## src/design/rrtss_pkg.sv

```systemverilog
// ----------------------------------------------------------------------------
// rrtss_pkg
// Shared types and codes for the round-robin thread slot scheduler.
// ----------------------------------------------------------------------------
package rrtss_pkg;

  // Field widths of the channels
  localparam int ACT_W  = 2;
  localparam int STAT_W = 2;
  localparam int TID_W  = 16;
  localparam int SLOT_W = 4;
  // Common width for id compares and output truncation (ID_BITS <= 32)
  localparam int CMP_W  = 32;

  // Event codes
  localparam logic [ACT_W-1:0] ACT_CREATE = 2'd0;
  localparam logic [ACT_W-1:0] ACT_YIELD  = 2'd1;
  localparam logic [ACT_W-1:0] ACT_EXIT   = 2'd2;
  localparam logic [ACT_W-1:0] ACT_JOIN   = 2'd3;

  // Status codes
  localparam logic [STAT_W-1:0] STAT_OK       = 2'd0;
  localparam logic [STAT_W-1:0] STAT_NO_FREE  = 2'd1;
  localparam logic [STAT_W-1:0] STAT_NOT_FND  = 2'd2;
  localparam logic [STAT_W-1:0] STAT_PENDING  = 2'd3;

  // Slot states
  localparam logic [1:0] SLOT_FREE     = 2'd0;
  localparam logic [1:0] SLOT_RUNNABLE = 2'd1;
  localparam logic [1:0] SLOT_RUNNING  = 2'd2;
  localparam logic [1:0] SLOT_ZOMBIE   = 2'd3;

  // Controller to datapath commands
  typedef struct packed {
    logic load;    // latch event and slot masks
    logic pick;    // resolve priority picks
    logic commit;  // update table and result register
  } cmd_t;

endpackage

```

## src/design/rrtss_if.sv

```systemverilog
// ----------------------------------------------------------------------------
// rrtss_in_if / rrtss_out_if
// Valid/ready channels for scheduler events and their results.
// ----------------------------------------------------------------------------
interface rrtss_in_if;
  import rrtss_pkg::*;

  logic              valid;
  logic              ready;
  logic [ACT_W-1:0]  action;
  logic [TID_W-1:0]  join_tid;

  modport source (output valid, output action, output join_tid, input ready);
  modport sink   (input valid, input action, input join_tid, output ready);
endinterface

interface rrtss_out_if;
  import rrtss_pkg::*;

  logic              valid;
  logic              ready;
  logic [STAT_W-1:0] status;
  logic [TID_W-1:0]  new_tid;
  logic [SLOT_W-1:0] running_slot;
  logic [TID_W-1:0]  running_tid;
  logic              switched;

  modport source (output valid, output status, output new_tid, output running_slot,
                  output running_tid, output switched, input ready);
  modport sink   (input valid, input status, input new_tid, input running_slot,
                  input running_tid, input switched, output ready);
endinterface

```

## src/design/rrtss_ctrl.sv

```systemverilog
// ----------------------------------------------------------------------------
// rrtss_ctrl
// Event sequencer: accept, pick, commit; owns the result valid flag.
// ----------------------------------------------------------------------------
module rrtss_ctrl (
  input  logic            clk,
  input  logic            rst_n,
  input  logic            in_valid,
  output logic            in_ready,
  output logic            out_valid,
  input  logic            out_ready,
  output rrtss_pkg::cmd_t cmd
);
  import rrtss_pkg::*;

  localparam logic [1:0] S_IDLE   = 2'd0;
  localparam logic [1:0] S_PICK   = 2'd1;
  localparam logic [1:0] S_COMMIT = 2'd2;

  logic [1:0] state_r, state_nxt;
  logic       out_valid_r, out_valid_nxt;

  assign in_ready   = (state_r == S_IDLE);
  assign out_valid  = out_valid_r;

  always_comb begin
    cmd.load   = in_valid && (state_r == S_IDLE);
    cmd.pick   = (state_r == S_PICK);
    // result register must be free or draining
    cmd.commit = (state_r == S_COMMIT) && (!out_valid_r || out_ready);
  end

  always_comb begin
    state_nxt = state_r;
    case (state_r)
      S_IDLE: begin
        if (cmd.load) state_nxt = S_PICK;
      end
      S_PICK: begin
        state_nxt = S_COMMIT;
      end
      S_COMMIT: begin
        if (cmd.commit) state_nxt = S_IDLE;
      end
      default: begin
        state_nxt = S_IDLE;
      end
    endcase
  end

  always_comb begin
    out_valid_nxt = out_valid_r;
    if (cmd.commit) begin
      out_valid_nxt = 1'b1;
    end else if (out_valid_r && out_ready) begin
      out_valid_nxt = 1'b0;
    end
  end

  always_ff @(posedge clk) begin
    if (!rst_n) begin
      state_r     <= S_IDLE;
      out_valid_r <= 1'b0;
    end else begin
      state_r     <= state_nxt;
      out_valid_r <= out_valid_nxt;
    end
  end

endmodule

```

## src/design/rrtss_dp.sv

```systemverilog
// ----------------------------------------------------------------------------
// rrtss_dp
// Slot table, per-slot compare masks, priority picks and result register.
// ----------------------------------------------------------------------------
module rrtss_dp #(
  parameter int SLOTS   = 16,
  parameter int ID_BITS = 16
) (
  input  logic                        clk,
  input  logic                        rst_n,
  input  rrtss_pkg::cmd_t             cmd,
  input  logic [rrtss_pkg::ACT_W-1:0] in_action,
  input  logic [rrtss_pkg::TID_W-1:0] in_join_tid,
  output logic [rrtss_pkg::STAT_W-1:0] out_status,
  output logic [rrtss_pkg::TID_W-1:0]  out_new_tid,
  output logic [rrtss_pkg::SLOT_W-1:0] out_running_slot,
  output logic [rrtss_pkg::TID_W-1:0]  out_running_tid,
  output logic                         out_switched
);
  import rrtss_pkg::*;

  localparam int SW = $clog2(SLOTS);
  localparam logic [ID_BITS-1:0] ID_MAX   = {ID_BITS{1'b1}};
  localparam logic [ID_BITS-1:0] ID_ONE   = ID_BITS'(1);
  localparam logic [ID_BITS-1:0] ID_FIRST = ID_BITS'(2);

  // Slot table
  logic [1:0]         st_r  [SLOTS];
  logic [1:0]         st_nxt[SLOTS];
  logic [ID_BITS-1:0] tid_r [SLOTS];
  logic [SW-1:0]      cur_r, cur_nxt;
  logic [ID_BITS-1:0] next_id_r, next_id_nxt;

  // Stage 1: event and slot masks
  logic [ACT_W-1:0]   act_r;
  logic [SLOTS-1:0]   free_m, run_m, run_hi_m, match_m, zmatch_m;
  logic [SLOTS-1:0]   free_m_r, run_m_r, run_hi_m_r, match_m_r, zmatch_m_r;

  // Stage 2: picks
  logic [SW-1:0]      free_idx_r, cand_idx_r, match_idx_r;
  logic               free_any_r, cand_any_r, match_any_r, match_zmb_r;
  logic [SLOTS-1:0]   match_oh;

  // Commit
  logic               is_create, is_exit, is_join, placed, do_yield, sw;
  logic [STAT_W-1:0]  status_nxt;
  logic [ID_BITS-1:0] run_tid;
  logic [CMP_W-1:0]   given_w, run_tid_w, cur_w;

  function automatic logic [SW-1:0] first_idx(input logic [SLOTS-1:0] m);
    logic [SW-1:0] r;
    r = '0;
    for (int i = SLOTS - 1; i >= 0; i--) begin
      if (m[i]) r = SW'(i);
    end
    return r;
  endfunction

  // Per-slot compares against the event
  always_comb begin
    for (int i = 0; i < SLOTS; i++) begin
      free_m[i]   = (st_r[i] == SLOT_FREE);
      // exit turns the current slot into a zombie before the pick
      run_m[i]    = (st_r[i] == SLOT_RUNNABLE) &&
                    !((in_action == ACT_EXIT) && (SW'(i) == cur_r));
      run_hi_m[i] = run_m[i] && (SW'(i) > cur_r);
      match_m[i]  = (st_r[i] != SLOT_FREE) &&
                    (CMP_W'(tid_r[i]) == CMP_W'(in_join_tid));
      zmatch_m[i] = (st_r[i] == SLOT_ZOMBIE);
    end
  end

  always_ff @(posedge clk) begin
    if (cmd.load) begin
      act_r      <= in_action;
      free_m_r   <= free_m;
      run_m_r    <= run_m;
      run_hi_m_r <= run_hi_m;
      match_m_r  <= match_m;
      zmatch_m_r <= zmatch_m;
    end
  end

  // Lowest matching slot, isolated as one-hot
  assign match_oh = match_m_r & (~match_m_r + SLOTS'(1));

  always_ff @(posedge clk) begin
    if (cmd.pick) begin
      free_idx_r  <= first_idx(free_m_r);
      free_any_r  <= |free_m_r;
      // round robin: slots above current first, then wrap from slot 0
      cand_idx_r  <= (|run_hi_m_r) ? first_idx(run_hi_m_r) : first_idx(run_m_r);
      cand_any_r  <= |run_m_r;
      match_idx_r <= first_idx(match_m_r);
      match_any_r <= |match_m_r;
      match_zmb_r <= |(match_oh & zmatch_m_r);
    end
  end

  always_comb begin
    is_create = (act_r == ACT_CREATE);
    is_exit   = (act_r == ACT_EXIT);
    is_join   = (act_r == ACT_JOIN);
    placed    = is_create && free_any_r;
    do_yield  = (act_r == ACT_YIELD) || is_exit ||
                (is_join && match_any_r && !match_zmb_r);
    sw        = do_yield && cand_any_r;
    cur_nxt   = sw ? cand_idx_r : cur_r;

    next_id_nxt = next_id_r;
    if (placed) next_id_nxt = (next_id_r == ID_MAX) ? ID_ONE : next_id_r + ID_ONE;

    for (int i = 0; i < SLOTS; i++) begin
      st_nxt[i] = st_r[i];
      if (placed && (SW'(i) == free_idx_r)) st_nxt[i] = SLOT_RUNNABLE;
      if (is_join && match_any_r && match_zmb_r && (SW'(i) == match_idx_r)) begin
        st_nxt[i] = SLOT_FREE;
      end
      if (is_exit && (SW'(i) == cur_r)) st_nxt[i] = SLOT_ZOMBIE;
      if (sw && (SW'(i) == cur_r) && (st_nxt[i] == SLOT_RUNNING)) st_nxt[i] = SLOT_RUNNABLE;
      if (sw && (SW'(i) == cand_idx_r)) st_nxt[i] = SLOT_RUNNING;
    end

    status_nxt = STAT_OK;
    if (is_create && !free_any_r) begin
      status_nxt = STAT_NO_FREE;
    end else if (is_join) begin
      if (!match_any_r)      status_nxt = STAT_NOT_FND;
      else if (!match_zmb_r) status_nxt = STAT_PENDING;
    end

    // a create never moves the current slot, so only that write can alias
    run_tid = (placed && (free_idx_r == cur_nxt)) ? next_id_r : tid_r[cur_nxt];

    given_w   = placed ? CMP_W'(next_id_r) : '0;
    run_tid_w = CMP_W'(run_tid);
    cur_w     = CMP_W'(cur_nxt);
  end

  always_ff @(posedge clk) begin
    if (!rst_n) begin
      for (int i = 0; i < SLOTS; i++) begin
        st_r[i]  <= (i == 0) ? SLOT_RUNNING : SLOT_FREE;
        tid_r[i] <= (i == 0) ? ID_ONE : '0;
      end
      cur_r     <= '0;
      next_id_r <= ID_FIRST;
    end else if (cmd.commit) begin
      for (int i = 0; i < SLOTS; i++) begin
        st_r[i] <= st_nxt[i];
        if (placed && (SW'(i) == free_idx_r)) tid_r[i] <= next_id_r;
      end
      cur_r     <= cur_nxt;
      next_id_r <= next_id_nxt;
    end
  end

  // Result register
  always_ff @(posedge clk) begin
    if (cmd.commit) begin
      out_status       <= status_nxt;
      out_new_tid      <= given_w[TID_W-1:0];
      out_running_slot <= cur_w[SLOT_W-1:0];
      out_running_tid  <= run_tid_w[TID_W-1:0];
      out_switched     <= (cur_nxt != cur_r);
    end
  end

endmodule

```

## src/design/round_robin_thread_slot_scheduler.sv

```systemverilog
// ----------------------------------------------------------------------------
// round_robin_thread_slot_scheduler
// Thread slot table with create, yield, exit and join events and a
// round-robin pick of the next runnable slot.
// ----------------------------------------------------------------------------
//  channel  dir  handshake      payload
//  in_ch    in   valid/ready    action, join_tid
//  out_ch   out  valid/ready    status, new_tid, running_slot, running_tid, switched
//
//  An item is accepted, then picked, then committed: the accept latches per-slot
//  compare masks, the pick state resolves the free, match and round-robin priority
//  picks, and the commit state updates the table and loads the result register.
//  New items are accepted while a result waits; commit stalls until it drains.
//  Synchronous active-low reset: slot 0 running with id 1, next id 2.
// ----------------------------------------------------------------------------
module round_robin_thread_slot_scheduler #(
  parameter int SLOTS   = 16,
  parameter int ID_BITS = 16
) (
  input  logic        clk,
  input  logic        rst_n,
  rrtss_in_if.sink    in_ch,
  rrtss_out_if.source out_ch
);
  import rrtss_pkg::*;

  cmd_t cmd;

  rrtss_ctrl u_ctrl (
    .clk       (clk),
    .rst_n     (rst_n),
    .in_valid  (in_ch.valid),
    .in_ready  (in_ch.ready),
    .out_valid (out_ch.valid),
    .out_ready (out_ch.ready),
    .cmd       (cmd)
  );

  rrtss_dp #(
    .SLOTS   (SLOTS),
    .ID_BITS (ID_BITS)
  ) u_dp (
    .clk              (clk),
    .rst_n            (rst_n),
    .cmd              (cmd),
    .in_action        (in_ch.action),
    .in_join_tid      (in_ch.join_tid),
    .out_status       (out_ch.status),
    .out_new_tid      (out_ch.new_tid),
    .out_running_slot (out_ch.running_slot),
    .out_running_tid  (out_ch.running_tid),
    .out_switched     (out_ch.switched)
  );

  // An accepted item keeps the input closed while it is worked on
  a_busy_after_accept: assert property (@(posedge clk) disable iff (!rst_n)
    (in_ch.valid && in_ch.ready) |=> !in_ch.ready)
    else $error("input accepted twice in a row");

  // A failed create never changes the running slot
  a_create_no_switch: assert property (@(posedge clk) disable iff (!rst_n)
    (out_ch.valid && out_ch.status == STAT_NO_FREE) |-> !out_ch.switched)
    else $error("switch on a failed create");

  // An unknown join id leaves the schedule alone
  a_notfound_no_switch: assert property (@(posedge clk) disable iff (!rst_n)
    (out_ch.valid && out_ch.status == STAT_NOT_FND) |-> !out_ch.switched)
    else $error("switch on a join with unknown id");

  // A given id comes only with an ok status
  a_new_tid_ok: assert property (@(posedge clk) disable iff (!rst_n)
    (out_ch.valid && out_ch.new_tid != '0) |-> (out_ch.status == STAT_OK))
    else $error("new id reported with failing status");

endmodule
```

## src/flat_wrapper.sv

```systemverilog
// flat-port wrapper written by rule: the top's interface ports become plain ports
module round_robin_thread_slot_scheduler_flat import rrtss_pkg::*;
#(
  parameter int SLOTS   = 16,
  parameter int ID_BITS = 16
)
  (clk, rst_n, in_ch_valid, in_ch_action, in_ch_join_tid, in_ch_ready, out_ch_valid, out_ch_status, out_ch_new_tid, out_ch_running_slot, out_ch_running_tid, out_ch_switched, out_ch_ready);
  rrtss_in_if in_ch_i ();
  rrtss_out_if out_ch_i ();
  input  logic clk;
  input  logic rst_n;
  input wire logic [$bits(in_ch_i.valid)-1:0] in_ch_valid;
  input wire logic [$bits(in_ch_i.action)-1:0] in_ch_action;
  input wire logic [$bits(in_ch_i.join_tid)-1:0] in_ch_join_tid;
  output wire logic [$bits(in_ch_i.ready)-1:0] in_ch_ready;
  output wire logic [$bits(out_ch_i.valid)-1:0] out_ch_valid;
  output wire logic [$bits(out_ch_i.status)-1:0] out_ch_status;
  output wire logic [$bits(out_ch_i.new_tid)-1:0] out_ch_new_tid;
  output wire logic [$bits(out_ch_i.running_slot)-1:0] out_ch_running_slot;
  output wire logic [$bits(out_ch_i.running_tid)-1:0] out_ch_running_tid;
  output wire logic [$bits(out_ch_i.switched)-1:0] out_ch_switched;
  input wire logic [$bits(out_ch_i.ready)-1:0] out_ch_ready;
  assign in_ch_i.valid = in_ch_valid;
  assign in_ch_i.action = in_ch_action;
  assign in_ch_i.join_tid = in_ch_join_tid;
  assign in_ch_ready = in_ch_i.ready;
  assign out_ch_valid = out_ch_i.valid;
  assign out_ch_status = out_ch_i.status;
  assign out_ch_new_tid = out_ch_i.new_tid;
  assign out_ch_running_slot = out_ch_i.running_slot;
  assign out_ch_running_tid = out_ch_i.running_tid;
  assign out_ch_switched = out_ch_i.switched;
  assign out_ch_i.ready = out_ch_ready;
  round_robin_thread_slot_scheduler #(.SLOTS(SLOTS), .ID_BITS(ID_BITS)) u_core (.clk(clk), .rst_n(rst_n), .in_ch(in_ch_i), .out_ch(out_ch_i));
endmodule
```

## config.mk

```make
export PLATFORM = sky130hd
export DESIGN_NAME = round_robin_thread_slot_scheduler_flat
export DESIGN_NICKNAME = d
export VERILOG_FILES = /design/src/design/rrtss_pkg.sv /design/src/design/rrtss_if.sv /design/src/design/rrtss_ctrl.sv /design/src/design/rrtss_dp.sv /design/src/design/round_robin_thread_slot_scheduler.sv /design/src/flat_wrapper.sv
export SDC_FILE = /design/constraint.sdc
export NUM_CORES = 1
export LEC_CHECK = 0
export ABC_AREA = 0
export BUFFER_PORTS_ARGS = -buffer_cell sky130_fd_sc_hd__buf_2
export CORE_ASPECT_RATIO = 1.75
export CORE_MARGIN = 3
export CORE_UTILIZATION = 45
export CTS_CLUSTER_DIAMETER = 100
export CTS_CLUSTER_SIZE = 40
export DETAILED_ROUTE_END_ITERATION = 16
export GPL_TIMING_DRIVEN = 0
export PLACE_DENSITY = 0.66
export REMOVE_ABC_BUFFERS = 1
export SLEW_MARGIN = 40
export SYNTH_ARGS = -nofsm -noshare
export SYNTH_HDL_FRONTEND = slang
export SYNTH_HIERARCHICAL = 1
export SYNTH_SLANG_ARGS = --single-unit
```

## constraint.sdc

```tcl
create_clock -name clk -period 5.3 [get_ports clk]
set_input_delay 0.53 -clock clk [delete_from_list [all_inputs] [get_ports clk]]
set_output_delay 0.53 -clock clk [all_outputs]
set_load 0.1 [all_outputs]
```

==> metrics, run 1 <==
Leakage around 8.6 nW; TritonCTS Sinks 447; Synth top area share 54.9%; final cell utilization of the core 49.2%; HP Class in2reg; post-DR wirelength/cell about 27 um; Synth cell types 75; first drt pass iteration count 6; Die Area 54400 sq um; Worst-Margin Slew 0.964 ns; CTS Root Cell clkbuf_16; final wirelength 72200 um; EDFF count, synth 424; residual DRC count 0; Crit Path Category reg2reg; maximum root-to-sink buffer count 3; GP Congestion 0.933; antenna violations before repair 2; crit path cell chain ha_1 -> nand4b_2 -> a21oi_4 -> nor2_8 -> inv_2 -> mux2_1 -> a2111oi_1 -> and3_1 -> o2bb2ai_1; Port Buffers 62; GRT Util Overall 25.9%; async set-reset flop share out of synthesis 0%; cts hold-fix bufs 0; endpoints failing setup 0; Synth area leader edfxtp_1; clock skew 0.0693 ns; vias per std cell 6.13; Final Max Slew Viols 0; total power density per cell area 273 nW/um^2; grt total ovfl 0; synthesized cell area about 23000 sq um; #FFs+latches synth 447; Peak VDD IR 0.000196 V; first-pass GRT wire length 105000 um; leading cell type in the layout, fill and taps excluded edfxtp_1; fraction of layout cells with a size suffix above 1 a little over a tenth; TritonCTS Buffers 15; I/O Pins 63; sum of negative setup slack 0 ns; combinational family with the most area after synthesis simple AND/OR/NAND/NOR gates; Hold Slack 0.154 ns; hpwl dp 53800 um; H-tree level count 1; fin crit share 86.1%; mux cell area share after synthesis 4.07%; Reg clk slew, reported paths 0.14 ns; Die Wd 178 um; Filler cells roughly 4.6k; pre-CTS WS a little under 0.9 ns; Max Cap Viol 0; Critical Path RT 5.62 ns; die height approximately 310 um; Largest stage delay, worst path 0.86 ns; Synth Flop Type edfxtp_1; Initial Util 45.7%; TritonCTS clock tree built; Worst-Skew Late Latency 0.57 ns; Final WS setup 0.737 ns; Slowest cell on crit path a2111oi_1; status completed; Yosys warnings 6; complex-gate fraction of the synthesized area 9.67%; RSZ-0062 raised after global routing no; largest net degree at the start of global routing 56; Setup crit start kind register; Syn Area/Cell 11.2 sq um; sequential fraction of the synthesis area roughly 57%; vias 16.7k; final hold vios 0; CTS resizes 0; Final Net Count 2075; CP arrival 4.88 ns; Adder-Cell Fraction of Synth Area less than 1%; largest cells by area after synthesis edfxtp_1, xor2_1, nor2_1, a21oi_1, dfxtp_1; Worst Path Max Fanout 23; Achievable Freq 0.219 GHz; post-CTS setup buffers 0; CP endpoint kind register; vias in the first global route 16.6k; Rel. slew slack 35.2%; post-synthesis simple-gate area fraction 15.8%; initial DRC count 1864; xor/xnor share of the synthesized area 10.3%; core area a little over 50000 sq um; post-layout min period 4.56 ns; P&R area growth vs syn 7.51%; row cnt approximately 110; antenna-violating nets left 0; Syn Inst Count about 2.1k; most frequent cells in the layout edfxtp_1, nor2_1, xor2_1, nand2_1, a21oi_1
[cells by family after synthesis]
family | after synthesis
adder cells (fa/ha/maj) | 5
flip-flops | 447
XOR/XNOR | 272
AO/OA/AOI/OAI | 338
AND/OR/NAND/NOR | 758
multiplexers | 69
buffers and inverters | 180
[cell usage after synthesis (all sizes together), types with 14 or more instances]
cell type	count
edfxtp	424
nor2	283
xor2	266
nand2	115
clkbuf	102
a21oi	96
nor3	74
o21ai	62
nor4	59
and3	54
nand3	54
inv	47
mux2	43
buf	30
a21boi	28
nand4	26
dfxtp	23
nand2b	22
and2	19
mux4	16
o2bb2ai	16
a22oi	14
o21a	14
[through the flow]
step	cells	total power, mW	cell area, sq um
after floorplan	1937	4.82	22700
after global placement	2665	5.21	23800
after detailed placement	2697	5.27	24500
after CTS	2722	6.83	24900
after global routing	2722	7.02	24900
final	2724	6.81	25000
[routing by layer]
layer	vias up	track usage (%)	share of wire [%]	routed length (um)
met5	-	0	0	0
met4	0	18.0	8.3	5980
met3	193	2.14	5.3	3860
met2	748	46.5	52	37800
met1	8286	28.5	34	24600
li1	7479	-	-	-
[worst max-delay path, delay by kind of cell (launching register included)]
kind / cells / cell delay [ns]
AOI/OAI and AO/OA: 3 / 1.46
adders and majority gates: 1 / 0.39
buffers and inverters: 1 / 0.64
DFF: 1 / 0.45
muxes: 1 / 0.38
and+or+nand+nor: 3 / 0.95
[path summary, 6_finish.rpt]
check | endpoint | from | depth (start not counted) | slack, ns
max | u_core/u_dp/out_running_tid[11] | u_core/u_dp/act_r[1] | 9 | 0.74
min | u_core/u_dp/act_r[1] | in_ch_action[1] | 1 | 0.15
max reg2reg | u_core/u_dp/out_running_tid[11] | u_core/u_dp/act_r[1] | 9 | 0.74
min reg2reg | u_core/u_ctrl/out_valid | u_core/u_ctrl/out_valid | 2 | 0.53
[power by group]
group	leakage, nW	internal (mW)	switching (mW)	total [mW]
registers	4.31	4.05	0.143	4.19
clock network	0.207	0.556	1.05	1.60
logic	4.04	0.326	0.694	1.02
[flip-flops by register name, indices dropped and copies added, names as in the netlist]
signal and cells:
u_core/u_dp/tid_r 256, u_core/u_dp/st_r 32, u_core/u_dp/free_m_r 16, u_core/u_dp/match_m_r 16, u_core/u_dp/next_id_r 16, u_core/u_dp/out_new_tid 16
u_core/u_dp/out_running_tid 16, u_core/u_dp/run_m_r 16, u_core/u_dp/zmatch_m_r 16, u_core/u_dp/run_hi_m_r 15, u_core/u_dp/cand_idx_r 4, u_core/u_dp/cur_r 4
u_core/u_dp/free_idx_r 4, u_core/u_dp/match_idx_r 4, u_core/u_dp/out_running_slot 4, u_core/u_ctrl/state_r 2, u_core/u_dp/act_r 2, u_core/u_dp/out_status 2
u_core/u_ctrl/out_valid 1, u_core/u_dp/cand_any_r 1, u_core/u_dp/free_any_r 1, u_core/u_dp/match_any_r 1, u_core/u_dp/match_zmb_r 1, u_core/u_dp/out_switched 1
[cell type report]
cell class	instances	area, sq um	area share (%)
tap	666	833	3.34
multi-input combinational	1442	9560	38.3
antenna	2	5.00	0.0201
sequential	447	13200	52.9
clock inverter	1	30.0	0.120
clock buffer	24	409	1.64
inverter	48	180	0.722
timing repair buffer	94	737	2.95
Power figures use the tool's default switching activity.
==> inputs of run 2 (changes only) <==
--- a/config.mk
+++ b/config.mk
@@ -7,6 +7,7 @@
 export LEC_CHECK = 0
 export ABC_AREA = 0
 export BUFFER_PORTS_ARGS = -buffer_cell sky130_fd_sc_hd__buf_2
+export CAP_MARGIN = 25
 export CORE_ASPECT_RATIO = 1.75
 export CORE_MARGIN = 3
 export CORE_UTILIZATION = 45
@@ -19,5 +20,4 @@
 export SLEW_MARGIN = 40
 export SYNTH_ARGS = -nofsm -noshare
 export SYNTH_HDL_FRONTEND = slang
-export SYNTH_HIERARCHICAL = 1
 export SYNTH_SLANG_ARGS = --single-unit
==> metrics, run 2 <==
Die Area 53900 sq um; H-tree level count 1; final hold vios 0; Syn Inst Count 2172; Largest stage delay, worst path 0.68 ns; Rel. slew slack between 30 and 40%; I/O Pins 63; post-CTS setup buffers 0; initial DRC count 1764; Synth cell types 66; endpoints failing setup 0; placed cell count 2798; hpwl dp 56600 um; sequential fraction of the synthesis area 57.4%; final cell utilization of the core 48.5%; leading cell type in the layout, fill and taps excluded edfxtp_1; GRT Util Overall 27.1%; Worst-Skew Late Latency 0.56 ns; Synth area leader edfxtp_1; # diodes 0; synthesized cell area 23000 sq um; Crit Path Category reg2reg; Achievable Freq 0.231 GHz; EDFF count, synth 424; CTS Root Cell clkbuf_16; die height 305 um; first drt pass iteration count 7; Die Wd roughly 180 um; Peak VDD IR between 0.0002 and 0.00025 V; maximum root-to-sink buffer count 3; status completed; largest net degree at the start of global routing 52; Top Registers u_core.u_dp.tid_r x256, u_core.u_dp.st_r x32; Leakage 8.56 nW; async set-reset flop share out of synthesis 0%; clock skew between 0.04 and 0.05 ns; CTS resizes 0; total power density per cell area 280 nW/um^2; crit path cell chain inv_1 -> ha_1 -> nand2_1 -> nand2_4 -> mux2i_4 -> inv_2 -> nand2_1 -> a311oi_1 -> a41oi_1 -> a31oi_1; Initial Util a little under half; Synth Flop Type edfxtp_1; fraction of layout cells with a size suffix above 1 7.65%; post-DR wirelength/cell between 20 and 30 um; post-route cell area 24500 sq um; final wirelength 74300 um; met2 Usage GRT roughly half; met1 Track Usage GR 29.5%; residual DRC count 0; grt total ovfl 0; Syn Area/Cell around 11 sq um; cell family with most CP delay simple AND/OR/NAND/NOR gates; Hold Slack 0.160 ns; first-pass GRT wire length approximately 110000 um; RSZ-0062 raised after global routing no; CP arrival between 4 and 5 ns; sum of negative setup slack 0 ns; dpl cell area roughly 24000 sq um; row cnt 109; Port Buffers 62; Slowest cell on crit path a41oi_1; HP Class in2reg; post-layout min period 4.33 ns; Critical Path RT 5.57 ns; Final Max Slew Viols 0; vias per std cell 6.08; GP Congestion 0.974; vias 17.2k; cell with the most instances after synthesis edfxtp_1; fin crit share 81.7%; CP endpoint kind register; post-route non-filler standard cell count 2823; total power 6.85 mW; Final WS setup 0.970 ns; busiest grt layer met2; core area 50500 sq um; commonest cells in the netlist edfxtp_1, nand2_1, nor2_1; Yosys warnings 0; CP dominant cell by count nand2_1; Worst-Margin Slew 0.898 ns; antenna-violating nets left 0; Setup crit start kind register; most frequent cells in the layout edfxtp_1, nand2_1, nor2_1, xor2_1, nand3_1; TritonCTS Sinks 447; largest cells by area after synthesis edfxtp_1, xor2_1, nand2_1, nor2_1, dfxtp_1; TritonCTS clock tree built; number of flip-flops in the largest register 256; cts hold-fix bufs 0; worst path bufs/invs 2; vias in the first global route 17.1k; P&R area growth vs syn 6.51%; pre-CTS WS 0.835 ns; Worst Path Max Fanout 38; #FFs+latches synth 447; TritonCTS Buffers 15; Final Net Count 2176; antenna violations before repair 0; largest register by flop count u_core.u_dp.tid_r; Synth top area share 55.4%; Reg clk slew, reported paths roughly 0.15 ns; Max Cap Viol 0; GR met3 Demand/Resource between 2 and 2.5%
[run 2: cells by family after synthesis]
family	share of synthesized area, %
AOI/OAI and AO/OA	8.51
xor gates and xnor gates	10.4
adders and majority gates	0.272
buffers and inverters	3.23
DFF	57.4
muxes	0.882
and+or+nand+nor	19.4
[run 2: path summary, 6_finish.rpt]
| path | startpoint | end | slack (ns) | cells after the start |
|---|---|---|---|---|
| setup reg to reg | u_core.u_dp.act_r[0] | u_core.u_dp.out_running_tid[1] | 0.97 | 10 |
| hold reg to reg | u_core.u_ctrl.out_valid | u_core.u_ctrl.out_valid | 0.57 | 2 |
| setup / recovery | u_core.u_dp.act_r[0] | u_core.u_dp.out_running_tid[1] | 0.97 | 10 |
| hold / removal | in_ch_action[1] | u_core.u_dp.act_r[1] | 0.16 | 1 |
[run 2: report_power, final]
group          internal [mW]  leakage [nW]  switching (mW)
clock                  0.557         0.210            1.07
sequential              4.04          4.35           0.142
combinational          0.293          4.00           0.749
total                   4.89          8.56            1.96
[run 2: layer usage]
| layer | vias to the layer above | share of wire, % |
|---|---|---|
| met2 | 750 | 53 |
| met4 | 0 | 8.1 |
| met1 | 8492 | 34 |
| met3 | 211 | 4.8 |
| met5 | - | 0 |
| li1 | 7705 | - |
[run 2: cell type report]
cell class | count | area [sq um]
flip-flops and latches | 447 | 13200
well taps | 666 | 833
multi-input cells | 1546 | 9170
clock inverters | 2 | 36.3
inverters | 52 | 206
clock buffers | 23 | 405
fillers | 4729 | 26000
repair buffers | 87 | 644
==> inputs of run 3 (changes only) <==
--- a/config.mk
+++ b/config.mk
@@ -5,7 +5,7 @@
 export SDC_FILE = /design/constraint.sdc
 export NUM_CORES = 1
 export LEC_CHECK = 0
-export ABC_AREA = 0
+export ABC_AREA = 1
 export BUFFER_PORTS_ARGS = -buffer_cell sky130_fd_sc_hd__buf_2
 export CAP_MARGIN = 25
 export CORE_ASPECT_RATIO = 1.75
@@ -15,7 +15,7 @@
 export CTS_CLUSTER_SIZE = 40
 export DETAILED_ROUTE_END_ITERATION = 16
 export GPL_TIMING_DRIVEN = 0
-export PLACE_DENSITY = 0.66
+export PLACE_DENSITY = 0.68
 export REMOVE_ABC_BUFFERS = 1
 export SLEW_MARGIN = 40
 export SYNTH_ARGS = -nofsm -noshare
==> constraint.sdc (replaced) <==
create_clock -name clk -period 3.7 [get_ports clk]
set_input_delay 0.37 -clock clk [delete_from_list [all_inputs] [get_ports clk]]
set_output_delay 0.37 -clock clk [all_outputs]
set_load 0.1 [all_outputs]
==> metrics, run 3 <==
first-pass GRT wire length roughly 120000 um; CTS Root Cell clkbuf_16; Port Buffers 62; worst path bufs/invs 3; Worst Path Max Fanout 50; initial DRC count 2937; antenna violations before repair 0; TritonCTS Sinks 447; antenna-violating nets left 0; die height 314 um; TritonCTS Buffers 15; async set-reset flop share out of synthesis 0%; Top Registers u_core.u_dp.tid_r x256, u_core.u_dp.st_r x32; Critical Path RT 4.06 ns; largest register by flop count u_core.u_dp.tid_r; end of the worst register-to-register path u_core.u_dp.out_running_tid[0]; Syn Inst Count 2863; synthesized cell area 24400 sq um; post-route non-filler standard cell count 3540; Synth cell types 57; Clk pwr share a little under a quarter; sequential fraction of the synthesis area 54.1%; #FFs+latches synth approximately 450; Max Cap Viol 0; number of flip-flops in the largest register 256; post-layout min period between 3 and 4 ns; Worst Setup SP u_core.u_dp.act_r[1]; r2r worst-path depth 15; maximum root-to-sink buffer count 3; fraction of layout cells with a size suffix above 1 6.16%; row cnt 112; Die Area 57100 sq um; Synth area leader edfxtp_1; HP Class in2reg; largest net degree at the start of global routing 67; Final WS setup between 0.15 and 0.2 ns; core area 53500 sq um; Leakage 10.5 nW; Switching Fraction 30.1%; commonest cells in the netlist nand2_1, inv_1, edfxtp_1; Peak VDD IR 0.000368 V; multi-input logic area 8950 sq um; endpoints failing setup 0; GP Congestion 0.986; Initial Util 45.6%; Final Max Slew Viols 0; Reg clk slew, reported paths approximately 0.15 ns; vias in the first global route 20.5k; cell with the most instances after synthesis nand2_1; register area 13200 sq um; Worst-Margin Slew 0.918 ns; Largest stage delay, worst path 0.49 ns; vias about 21k; CP arrival just under 4 ns; pre-CTS WS -0.777 ns; fin crit share 94.8%; internal power 7.05 mW; Worst-Skew Late Latency 0.60 ns; final hold vios 0; placed cell count 3503; first drt pass iteration count 6; H-tree level count 1; GRT Util Overall 29.0%; Net Switching 3.03 mW; Setup crit start kind register; cell family with most CP delay simple AND/OR/NAND/NOR gates; Filler cells 5065; worst reg2reg path startpoint u_core.u_dp.act_r[1]; Rel. slew slack 38.7%; total power density per cell area 386 nW/um^2; post-DR wirelength/cell about 24 um; Yosys warnings 0; Die Wd 182 um; EDFF count, synth about 420; leading cell type in the layout, fill and taps excluded nand2_1; Syn Area/Cell 8.52 sq um; Crit Path Category reg2reg; Final Net Count 2873; CP dominant cell by count nand2_1; Achievable Freq 0.285 GHz; grt total ovfl 0; I/O Pins 63; share of power burned in registers 58.8%; clock skew 0.0455 ns; Synth top area share 52.2%; Gate power share around 17%; most frequent cells in the layout nand2_1, inv_1, edfxtp_1, nor2_1, nand3_1; hpwl dp 63200 um; Slowest cell on crit path edfxtp_1; largest cells by area after synthesis edfxtp_1, nand2_1, inv_1, nand3_1, nor2_1; residual DRC count 0; Synth Flop Type edfxtp_1; P&R area growth vs syn 6.98%; crit path cell chain inv_1 -> ha_1 -> inv_1 -> nand2_1 -> nand2_8 -> nand2_4 -> nand2_8 -> buf_12 -> nand2_1 -> nand3_1 -> nand3_1 -> nand3_1 -> nand2_1 -> nand2_1 -> nand2_1; WP depth 15; reg-to-reg setup timing slack 0.19 ns; final wirelength between 80000 and 90000 um; CP endpoint kind register; status completed; Setup crit end u_core.u_dp.out_running_tid[0]; RSZ-0062 raised after global routing no; TritonCTS clock tree built; vias per std cell 5.95
run 3: cell types whose count changed in the layout (fill, tap and decap cells not counted), sizes merged, moves of 26 or more:
| cell | delta |
|---|---|
| nor3 | -37 |
| o22ai | +116 |
| and2 | -36 |
| and3 | -33 |
| a31oi | -28 |
| nand3 | +231 |
| nand2 | +269 |
| nor2 | +79 |
| nand4 | -26 |
| inv | +445 |
| a311oi | -30 |
| a221oi | +43 |
| xor2 | -200 |
run 3: metal layers:
layer	GRT usage, %	routed length [um]
met1	32.3	28800
met2	50.3	42600
met3	2.89	6060
met4	22.8	8250
met5	0	0
run 3: what timing repair did:
| action | CTS | global route |
|---|---|---|
| setup buffers | 1 | 6 |
| hold buffers | 2 | 0 |
| pin swaps | 1 | 2 |
| cloned | 0 | 1 |
| setup endpoints to repair | 64 | 176 |
| endpoints found under the hold margin | 2 | 0 |
| gates resized for setup | 7 | 18 |
run 3: layout make-up:
type,instances,area share [%]
Antenna cell,1,0.00959
Tap cell,684,3.28
Sequential cell,447,50.6
Inverter,501,7.25
Clock inverter,3,0.173
Clock buffer,23,1.55
Multi-Input combinational cell,1781,34.3
Timing Repair Buffer,100,2.88
run 3: tightest hold or removal path, cell delays in order:
cell	delay, ns
buf_2	0.09
inv_1	0.08
nor4_1	0.05
run 3: kinds of logic after synthesis:
| family | after synthesis | share of synthesized area [%] |
|---|---|---|
| flip-flops | 447 | 54.1 |
| buffers and inverters | 636 | 10.1 |
| adder cells (fa/ha/maj) | 5 | 0.257 |
| AND/OR/NAND/NOR | 1355 | 23.5 |
| AO/OA/AOI/OAI | 341 | 9.17 |
| XOR/XNOR | 79 | 2.84 |
run 3: how the worst min path moves through the flow:
stage | from | endpoint | slack (ns) | cells after the start
final | in_ch_valid | u_core.u_ctrl.state_r[0] | 0.06 | 3
after global routing | in_ch_valid | u_core.u_ctrl.state_r[0] | 0.05 | 3
after CTS | in_ch_valid | u_core.u_ctrl.state_r[0] | 0.05 | 3
after detailed placement | u_core.u_ctrl.state_r[0] | u_core.u_ctrl.state_r[0] | 0.51 | 1
after global placement | u_core.u_ctrl.state_r[0] | u_core.u_ctrl.state_r[0] | 0.45 | 1
after floorplan | u_core.u_ctrl.state_r[0] | u_core.u_ctrl.state_r[0] | 0.44 | 1
run 3: through the flow:
stage                     total power [mW]  utilization [%]  hold WS (ns)  setup TNS (ns)  area, sq um
after detailed placement              7.69             47.5         0.509          -17.35        25400
after global placement                7.66             46.7         0.454         -648.79        25000
final                                 10.1             48.7        0.0620               0        26100
after floorplan                       7.03                -         0.443         -252.27        23800
after global routing                  10.4             48.7        0.0539               0        26100
after CTS                             10.0             48.5        0.0540               0        25900
run 3: power by group through the flow:
stage          Sequential (mW)  Clock [mW]  Combinational [mW]
6_report                  5.93        2.42                1.73
4_1_cts                   5.92        2.43                1.67
5_1_grt                   5.95        2.59                1.85
3_5_place_dp              6.04           0                1.65
2_1_floorplan             6.09           0               0.940
3_3_place_gp              6.05           0                1.61
